File: src/hdl/zero_page_run_scanner_macros.svh
// Assertion macros shared by the zero page run scanner.
// Included by the top level; needs nothing else.
`ifndef ZERO_PAGE_RUN_SCANNER_MACROS_SVH
`define ZERO_PAGE_RUN_SCANNER_MACROS_SVH

// same-cycle implication, reset masked
`define ZPRS_ASSERT_IMPL(name, clk, rst_n, ante, cons, msg) \
  name: assert property (@(posedge clk) disable iff (!(rst_n)) (ante) |-> (cons)) \
    else $error(msg);

// next-cycle implication, reset masked
`define ZPRS_ASSERT_NEXT(name, clk, rst_n, ante, cons, msg) \
  name: assert property (@(posedge clk) disable iff (!(rst_n)) (ante) |=> (cons)) \
    else $error(msg);

`endif

File: src/hdl/zprs_pkg.sv
// Types and constants of the zero page run scanner.
// No dependencies.
package zprs_pkg;

  localparam int ADDR_W   = 64;
  localparam int WORD_W   = 64;
  localparam int PAGES_W  = 52;
  localparam int PW_W     = 13;
  localparam int PW_RESET = 512;

  localparam logic [PAGES_W-1:0] RUN_MAX = '1;

  typedef struct packed {
    logic [ADDR_W-1:0]  address;
    logic [PAGES_W-1:0] pages;
  } run_t;

endpackage

File: src/hdl/zprs_ifs.sv
// Stream interfaces of the zero page run scanner: memory words in, runs out.
// Depends on zprs_pkg.
interface zprs_word_if;
  logic                        valid;
  logic                        ready;
  logic                        range_first;
  logic                        range_last;
  logic [zprs_pkg::ADDR_W-1:0] page_address;
  logic [zprs_pkg::WORD_W-1:0] word;

  modport source (output valid, range_first, range_last, page_address, word, input ready);
  modport sink   (input valid, range_first, range_last, page_address, word, output ready);
endinterface

interface zprs_run_if;
  logic                         valid;
  logic                         ready;
  logic [zprs_pkg::ADDR_W-1:0]  run_address;
  logic [zprs_pkg::PAGES_W-1:0] run_pages;

  modport source (output valid, run_address, run_pages, input ready);
  modport sink   (input valid, run_address, run_pages, output ready);
endinterface

File: src/hdl/zero_page_run_scanner.sv
// Zero page run scanner top level: core tracker feeding the result buffer.
// Depends on zprs_pkg, zprs_ifs, zprs_core, zprs_out_buf and the macros header.
//
// Takes one 64-bit memory word per cycle while ready is high and reports
// each finished run of all-zero pages as its first page address and page
// count. The page and run state update in a single step for each word, and
// the result of a word that closes a run is held in output registers. A
// two-entry output buffer absorbs a stalled consumer; words keep flowing
// until both entries hold results, then ready drops until one is taken.
// The page size register is clamped to 1..MAX_PAGE_WORDS when written.
`include "zero_page_run_scanner_macros.svh"

module zero_page_run_scanner #(
  parameter int MAX_PAGE_WORDS = 4096
) (
  input  logic                      clk_i,
  input  logic                      rst_ni,
  input  logic                      cfg_we_i,
  input  logic [zprs_pkg::PW_W-1:0] cfg_wdata_i,
  zprs_word_if.sink                 words_i,
  zprs_run_if.source                runs_o
);

  logic           accept;
  logic           emit;
  logic           buf_ready;
  zprs_pkg::run_t run;

  assign words_i.ready = buf_ready;
  assign accept        = words_i.valid && buf_ready;

  zprs_core #(
    .MAX_PAGE_WORDS(MAX_PAGE_WORDS)
  ) u_core (
    .clk_i         (clk_i),
    .rst_ni        (rst_ni),
    .cfg_we_i      (cfg_we_i),
    .cfg_wdata_i   (cfg_wdata_i),
    .accept_i      (accept),
    .range_first_i (words_i.range_first),
    .range_last_i  (words_i.range_last),
    .page_address_i(words_i.page_address),
    .word_i        (words_i.word),
    .emit_o        (emit),
    .run_o         (run)
  );

  zprs_out_buf u_out_buf (
    .clk_i  (clk_i),
    .rst_ni (rst_ni),
    .push_i (emit),
    .data_i (run),
    .ready_o(buf_ready),
    .runs_o (runs_o)
  );

  `ZPRS_ASSERT_IMPL(a_full_has_output, clk_i, rst_ni, !buf_ready, runs_o.valid, "full buffer without output")
  `ZPRS_ASSERT_NEXT(a_stall_fills_skid, clk_i, rst_ni, emit && runs_o.valid && !runs_o.ready, !buf_ready, "result lost on stall")
  `ZPRS_ASSERT_IMPL(a_run_nonempty, clk_i, rst_ni, emit, run.pages != '0, "empty run emitted")

endmodule

File: src/hdl/zprs_core.sv
// Page and run tracking: updates the scan state once per accepted word.
// Depends on zprs_pkg.
module zprs_core #(
  parameter int MAX_PAGE_WORDS = 4096
) (
  input  logic                        clk_i,
  input  logic                        rst_ni,
  input  logic                        cfg_we_i,
  input  logic [zprs_pkg::PW_W-1:0]   cfg_wdata_i,
  input  logic                        accept_i,
  input  logic                        range_first_i,
  input  logic                        range_last_i,
  input  logic [zprs_pkg::ADDR_W-1:0] page_address_i,
  input  logic [zprs_pkg::WORD_W-1:0] word_i,
  output logic                        emit_o,
  output zprs_pkg::run_t              run_o
);

  localparam int IXW = $clog2(MAX_PAGE_WORDS);
  localparam int IW  = $clog2(MAX_PAGE_WORDS + 1);
  localparam int CW  = (IW > zprs_pkg::PW_W) ? IW : zprs_pkg::PW_W;
  localparam int EFF_RESET =
    (zprs_pkg::PW_RESET > MAX_PAGE_WORDS) ? MAX_PAGE_WORDS : zprs_pkg::PW_RESET;

  logic [IW-1:0]                eff_q, eff_d;
  logic [IXW-1:0]               idx_q, idx_d;
  logic                         az_q, az_d;
  logic [zprs_pkg::ADDR_W-1:0]  cur_q, cur_d;
  logic [zprs_pkg::ADDR_W-1:0]  rs_q, rs_d;
  logic [zprs_pkg::PAGES_W-1:0] rl_q, rl_d;

  logic [CW-1:0] pw_ext;

  // clamp the page size once, at the write
  always_comb begin
    pw_ext = CW'(cfg_wdata_i);
    if (pw_ext == '0) begin
      eff_d = IW'(1);
    end else if (pw_ext > CW'(MAX_PAGE_WORDS)) begin
      eff_d = IW'(MAX_PAGE_WORDS);
    end else begin
      eff_d = pw_ext[IW-1:0];
    end
  end

  logic [IXW-1:0]               idx0;
  logic [IXW:0]                 idx1;
  logic                         az0, az1, page_end;
  logic [zprs_pkg::PAGES_W-1:0] rl0, rl1;
  logic [zprs_pkg::ADDR_W-1:0]  rs1;

  always_comb begin
    idx0  = range_first_i ? '0 : idx_q;
    az0   = range_first_i ? 1'b1 : az_q;
    rl0   = range_first_i ? '0 : rl_q;
    cur_d = (idx0 == '0) ? page_address_i : cur_q;
    az1   = az0 && (word_i == '0);
    idx1  = {1'b0, idx0} + (IXW+1)'(1);
    page_end = idx1 >= (IXW+1)'(eff_q);

    emit_o        = 1'b0;
    run_o.address = rs_q;
    run_o.pages   = rl0;
    rs1   = rs_q;
    rl1   = rl0;
    idx_d = idx1[IXW-1:0];
    az_d  = az1;

    if (page_end) begin
      idx_d = '0;
      az_d  = 1'b1;
      if (az1) begin
        if (rl0 == '0) rs1 = cur_d;
        if (rl0 != zprs_pkg::RUN_MAX) rl1 = rl0 + zprs_pkg::PAGES_W'(1);
      end else if (rl0 != '0) begin
        emit_o = 1'b1;
        rl1    = '0;
      end
    end

    if (range_last_i) begin
      idx_d = '0;
      az_d  = 1'b1;
      if (rl1 != '0) begin
        emit_o        = 1'b1;
        run_o.address = rs1;
        run_o.pages   = rl1;
        rl1           = '0;
      end
    end

    rs_d = rs1;
    rl_d = rl1;
    emit_o = emit_o && accept_i;
  end

  always_ff @(posedge clk_i or negedge rst_ni) begin
    if (!rst_ni) begin
      eff_q <= IW'(EFF_RESET);
      idx_q <= '0;
      az_q  <= 1'b1;
      rl_q  <= '0;
    end else begin
      if (cfg_we_i) eff_q <= eff_d;
      if (accept_i) begin
        idx_q <= idx_d;
        az_q  <= az_d;
        rl_q  <= rl_d;
      end
    end
  end

  always_ff @(posedge clk_i) begin
    if (accept_i) begin
      cur_q <= cur_d;
      rs_q  <= rs_d;
    end
  end

endmodule

File: src/hdl/zprs_out_buf.sv
// Two-entry result buffer: output register plus skid entry.
// Depends on zprs_pkg and zprs_run_if.
module zprs_out_buf (
  input  logic           clk_i,
  input  logic           rst_ni,
  input  logic           push_i,
  input  zprs_pkg::run_t data_i,
  output logic           ready_o,
  zprs_run_if.source     runs_o
);

  logic           v0_q, v0_d, v1_q, v1_d;
  zprs_pkg::run_t d0_q, d0_d, d1_q, d1_d;
  logic           pop;

  assign pop     = v0_q && runs_o.ready;
  assign ready_o = !v1_q;

  always_comb begin
    v0_d = v0_q;
    v1_d = v1_q;
    d0_d = d0_q;
    d1_d = d1_q;
    if (v1_q) begin
      if (pop) begin
        d0_d = d1_q;
        v1_d = 1'b0;
      end
    end else if (push_i) begin
      if (!v0_q || pop) begin
        d0_d = data_i;
        v0_d = 1'b1;
      end else begin
        d1_d = data_i;
        v1_d = 1'b1;
      end
    end else if (pop) begin
      v0_d = 1'b0;
    end
  end

  always_ff @(posedge clk_i or negedge rst_ni) begin
    if (!rst_ni) begin
      v0_q <= 1'b0;
      v1_q <= 1'b0;
    end else begin
      v0_q <= v0_d;
      v1_q <= v1_d;
    end
  end

  always_ff @(posedge clk_i) begin
    d0_q <= d0_d;
    d1_q <= d1_d;
  end

  assign runs_o.valid       = v0_q;
  assign runs_o.run_address = d0_q.address;
  assign runs_o.run_pages   = d0_q.pages;

endmodule
File: src/flat_wrapper.sv
// flat-port wrapper written by rule: the top's interface ports become plain ports
module zero_page_run_scanner_flat 
#(
  parameter int MAX_PAGE_WORDS = 4096
)
  (clk_i, rst_ni, cfg_we_i, cfg_wdata_i, words_i_valid, words_i_range_first, words_i_range_last, words_i_page_address, words_i_word, words_i_ready, runs_o_valid, runs_o_run_address, runs_o_run_pages, runs_o_ready);
  zprs_word_if words_i_i ();
  zprs_run_if runs_o_i ();
  input  logic clk_i;
  input  logic rst_ni;
  input  logic cfg_we_i;
  input  logic [zprs_pkg::PW_W-1:0] cfg_wdata_i;
  input wire logic [$bits(words_i_i.valid)-1:0] words_i_valid;
  input wire logic [$bits(words_i_i.range_first)-1:0] words_i_range_first;
  input wire logic [$bits(words_i_i.range_last)-1:0] words_i_range_last;
  input wire logic [$bits(words_i_i.page_address)-1:0] words_i_page_address;
  input wire logic [$bits(words_i_i.word)-1:0] words_i_word;
  output wire logic [$bits(words_i_i.ready)-1:0] words_i_ready;
  output wire logic [$bits(runs_o_i.valid)-1:0] runs_o_valid;
  output wire logic [$bits(runs_o_i.run_address)-1:0] runs_o_run_address;
  output wire logic [$bits(runs_o_i.run_pages)-1:0] runs_o_run_pages;
  input wire logic [$bits(runs_o_i.ready)-1:0] runs_o_ready;
  assign words_i_i.valid = words_i_valid;
  assign words_i_i.range_first = words_i_range_first;
  assign words_i_i.range_last = words_i_range_last;
  assign words_i_i.page_address = words_i_page_address;
  assign words_i_i.word = words_i_word;
  assign words_i_ready = words_i_i.ready;
  assign runs_o_valid = runs_o_i.valid;
  assign runs_o_run_address = runs_o_i.run_address;
  assign runs_o_run_pages = runs_o_i.run_pages;
  assign runs_o_i.ready = runs_o_ready;
  zero_page_run_scanner #(.MAX_PAGE_WORDS(MAX_PAGE_WORDS)) u_core (.clk_i(clk_i), .rst_ni(rst_ni), .cfg_we_i(cfg_we_i), .cfg_wdata_i(cfg_wdata_i), .words_i(words_i_i), .runs_o(runs_o_i));
endmodule
File: config.mk
export PLATFORM = sky130hd
export DESIGN_NAME = zero_page_run_scanner_flat
export DESIGN_NICKNAME = d
export VERILOG_FILES = /design/src/hdl/zprs_pkg.sv /design/src/hdl/zprs_ifs.sv /design/src/hdl/zero_page_run_scanner.sv /design/src/hdl/zprs_core.sv /design/src/hdl/zprs_out_buf.sv /design/src/flat_wrapper.sv
export VERILOG_INCLUDE_DIRS = /design/src /design/src/hdl
export SDC_FILE = /design/constraint.sdc
export NUM_CORES = 1
export LEC_CHECK = 0
export BUFFER_PORTS_ARGS = -buffer_cell sky130_fd_sc_hd__buf_4
export CORE_MARGIN = 2
export CORE_UTILIZATION = 51
export DETAILED_ROUTE_END_ITERATION = 10
export HOLD_SLACK_MARGIN = 0.03
export PLACE_DENSITY_LB_ADDON = 0.2
export SYNTH_ARGS = -nofsm -noshare
export SYNTH_HDL_FRONTEND = slang
export SYNTH_SLANG_ARGS = --single-unit
File: constraint.sdc
create_clock -name clk_i -period 12.8 [get_ports clk_i]
set_input_delay 2.56 -clock clk_i [delete_from_list [all_inputs] [get_ports clk_i]]
set_output_delay 2.56 -clock clk_i [all_outputs]
set_load 0.02 [all_outputs]
==> flow_metrics.env <==
export IMPL_cts_clk_slew_worst_paths_ns=0.06
export IMPL_ctsResizeCount=0
export IMPL_min_to="u_core.u_core.az_q"
export IMPL_syn_area_per_cell_um2=12.90
export IMPL_async_reset_ff_share_pct=18.18
export IMPL_ir_drop_v=0.0001044
export IMPL_rr_worst_depth=23
export IMPL_ys_flop_type="edfxtp_1"
export IMPL_setup_violations=0
export IMPL_grt_busiest_layer="met2"
export IMPL_cts_hold_buf=0
export IMPL_cts_root_buf="clkbuf_16"
export IMPL_fin_skew_ns=0.01924
export IMPL_critPathLaunchType="primary input"
export IMPL_post_drt_wl_per_cell_um=24.05
export IMPL_dp_cells=2494
export IMPL_cp_required_ns=12.98
export IMPL_grtUsageMet1_pct=38.78
export IMPL_instances_no_fill=2578
export IMPL_rsz0062_at_grt="no"
export IMPL_min_path_cells=2
export IMPL_fp_dieH_um=212.6
export IMPL_met3_usage_pct=5.273
export IMPL_clk_latency_ns=0.59
export IMPL_cts_tree="done"
export IMPL_grtUsageTotal_pct=27.33
export IMPL_drive_above_1_share_pct=35.39
export IMPL_htree_levels=2
export IMPL_place_congestion=1.011
export IMPL_hpwl_mm=41.28
export IMPL_fin_setup_tns_ns=0
export IMPL_syn_nets=1885
export IMPL_end_kind="flip-flop"
export IMPL_vias_per_cell=6.105
export IMPL_grt_ovfl_total=0
export IMPL_cts_max_path_buffers=3
export IMPL_hold_violations=0
export IMPL_drt_pass1_iterations=7
export IMPL_mostFrequentLayoutCells="360 x edfxtp_1, 309 x mux2_2, 280 x buf_4, 168 x nand2_1, 78 x dfrtp_1"
export IMPL_core_area_um2=42980
export IMPL_r2r_start="u_core.u_core.idx_q[1]"
export IMPL_drv_cap=0
export IMPL_grt_max_degree=160
export IMPL_drc=0
export IMPL_cts_setup_buffers=0
export IMPL_synth_edf_count=360
export IMPL_rrSetupSlack_ns=5.63
export IMPL_path_class="primary input to flip-flop"
export IMPL_cp_startpoint="words_i_range_first"
export IMPL_min_period_ns=9.523
export IMPL_grt_pass1_wl_mm=94.23
export IMPL_die_w_um=212.6
export IMPL_io_pins=266
export IMPL_p_leak_nw=8.184
export IMPL_fmax_ghz=0.1050
export IMPL_final_common_cell="edfxtp_1"
export IMPL_status="finished, final reports clean"
export IMPL_cp_slowest_stage_delay_ns=0.89
export IMPL_reg2reg_to="u_core.u_out_buf.d1_q[19]"
export IMPL_syn_area_um2=22190
export IMPL_ys_ff_latch=440
export IMPL_hold_start="u_core.u_core.az_q"
export IMPL_vias=15740
export IMPL_syn_to_final_growth_pct=18.75
export IMPL_finalCritPeriodShare_pct=74.40
export IMPL_cp_max_fo=114
export IMPL_slew_headroom_pct=19.84
export IMPL_power_density_nw_per_um2=116.0
export IMPL_dieArea_um2=45200
export IMPL_finalWirelength_mm=62.01
export IMPL_tightestPinTransition_ns=1.198
export IMPL_first_iter_violations=1585
export IMPL_num_fill_cells=3403
export IMPL_path_cells="buf_4 > inv_1 > nand2_1 > inv_1 > ha_1 > nand3_1 > nor2_1 > and3_1 > xnor2_1 > ha_1 > nand2_1 > o21ai_0 > a21oi_1 > and2_1 > buf_4 > a21oi_2 > o22ai_1 > nor4bb_1 > nand4_1 > nor4_1 > a41oi_4 > nor2_1 > nor3b_4 > buf_12"
export IMPL_fin_nets=2123
export IMPL_ys_seq_area_share_pct=57.75
export IMPL_portBuffers=265
export IMPL_hold_class="flip-flop to flip-flop"
export IMPL_crit_slowest_cell="a21oi_2"
export IMPL_syn_instance_count=1720
export IMPL_grtUsageMet2_pct=42.93
export IMPL_ant_nets=0
export IMPL_antenna_found_initial=1
export IMPL_crit_arrival_ns=9.70
export IMPL_first_global_vias=15590
export IMPL_row_count=76
export IMPL_cts_buffers=47
export IMPL_initial_core_util_pct=51.63
export IMPL_slew_violations=0
export IMPL_cts_sinks=440
export IMPL_yosysUniqueCellTypes=81
export IMPL_yosys_warnings=0
==> per-stage QoR <==
stage	util (%)	setup WS, ns	power (mW)	area, um^2	hold WS, ns
2_1_floorplan	-	0.9715	1.620	22220	0.4708
3_3_place_gp	57.59	2.974	1.679	24750	0.4999
3_5_place_dp	57.59	2.832	1.681	24750	0.5251
4_1_cts	61.30	3.435	3.088	26350	0.5352
5_1_grt	61.30	2.980	3.148	26350	0.5507
6_report	61.31	3.277	3.056	26350	0.5353
==> report_power, final <==
| part | leakage [nW] | internal [mW] | switching (mW) | total, mW |
|---|---|---|---|---|
| combinational | 3.99 | 0.0541 | 0.0600 | 0.114 |
| clock | 0.775 | 0.841 | 0.563 | 1.40 |
| sequential | 3.42 | 1.54 | 0.000838 | 1.54 |
| total | 8.18 | 2.43 | 0.624 | 3.06 |
==> cells by family (layout without fill, tap and decap cells) <==
| kind of cell | Yosys count | count (layout) | share of synthesized area (%) |
|---|---|---|---|
| muxes | 367 | 367 | 18.66 |
| other | 0 | 1 | 0 |
| and+or+nand+nor | 501 | 501 | 12.02 |
| AOI/OAI and AO/OA | 256 | 256 | 7.787 |
| DFF | 440 | 440 | 57.75 |
| adders and majority gates | 17 | 17 | 0.9585 |
| xor gates and xnor gates | 10 | 10 | 0.3947 |
| buffers and inverters | 129 | 401 | 2.441 |
==> worst max-delay path by stage <==
stage / end
after detailed placement: u_core.u_out_buf.d1_q[39]
final: u_core.u_out_buf.d1_q[19]
after global routing: u_core.u_out_buf.runs_o.run_pages[19]
after global placement: u_core.u_out_buf.d1_q[36]
after floorplan: u_core.u_out_buf.d1_q[0]
after CTS: u_core.u_out_buf.d1_q[84]
==> area by class of cell <==
type | instances | area, um^2 | share of cell area, %
Clock inverter | 18 | 282.8 | 1.073
Inverter | 35 | 138.9 | 0.5270
Multi-Input combinational cell | 1151 | 8905 | 33.79
Clock buffer | 65 | 1314 | 4.986
Timing Repair Buffer | 283 | 2162 | 8.205
Sequential cell | 440 | 12810 | 48.63
Tap cell | 585 | 732.0 | 2.778
Antenna cell | 1 | 2.502 | 0.009496
==> metal layers <==
metal  vias up  wire length (um)  part of all wire, %
met2       598             28400                   46
met3       112              4385                  7.1
met5         -                 0                    0
met4         0              1634                  2.6
met1      7893             27600                   45
li1       7136                 -                    -
==> critical path, delay by kind of cell <==
family | cells | cell delay [ns]
compound gates | 5 | 2.09
buf+inv | 5 | 1.42
simple gates | 11 | 2.66
fa+ha+maj | 2 | 0.56
xor+xnor | 1 | 0.17
==> cell usage after synthesis (18+ instances only) <==
cell type	n	share of area (%)
nor2b_1	30	0.85
o31ai_1	36	1.2
a21oi_1	40	0.90
clkbuf_1	66	1.1
nand2_1	171	2.9
o22ai_1	18	0.51
edfxtp_1	360	49
nor3_1	22	0.50
nor2_1	64	1.1
mux2_2	309	16
buf_2	18	0.41
nand3_1	28	0.63
mux2i_1	42	1.9
o21ai_0	54	1.2
dfrtp_1	78	8.8
nand4_1	25	0.70
inv_1	35	0.59
nor4_1	60	1.7
a22o_1	21	0.83
==> state kept, by name (all words and copies together) (netlist names) <==
signal and flops:
u_core.u_out_buf.d1_q 116, u_core.u_core.cur_q 64, u_core.u_core.rs_q 64, u_core.u_out_buf.runs_o.run_address 64
u_core.u_core.rl_q 52, u_core.u_out_buf.runs_o.run_pages 52, u_core.u_core.eff_q 13, u_core.u_core.idx_q 12
u_core.u_core.az_q 1, u_core.u_out_buf.runs_o.valid 1, u_core.u_out_buf.v1_q 1
(Power assumes the default switching activity.)
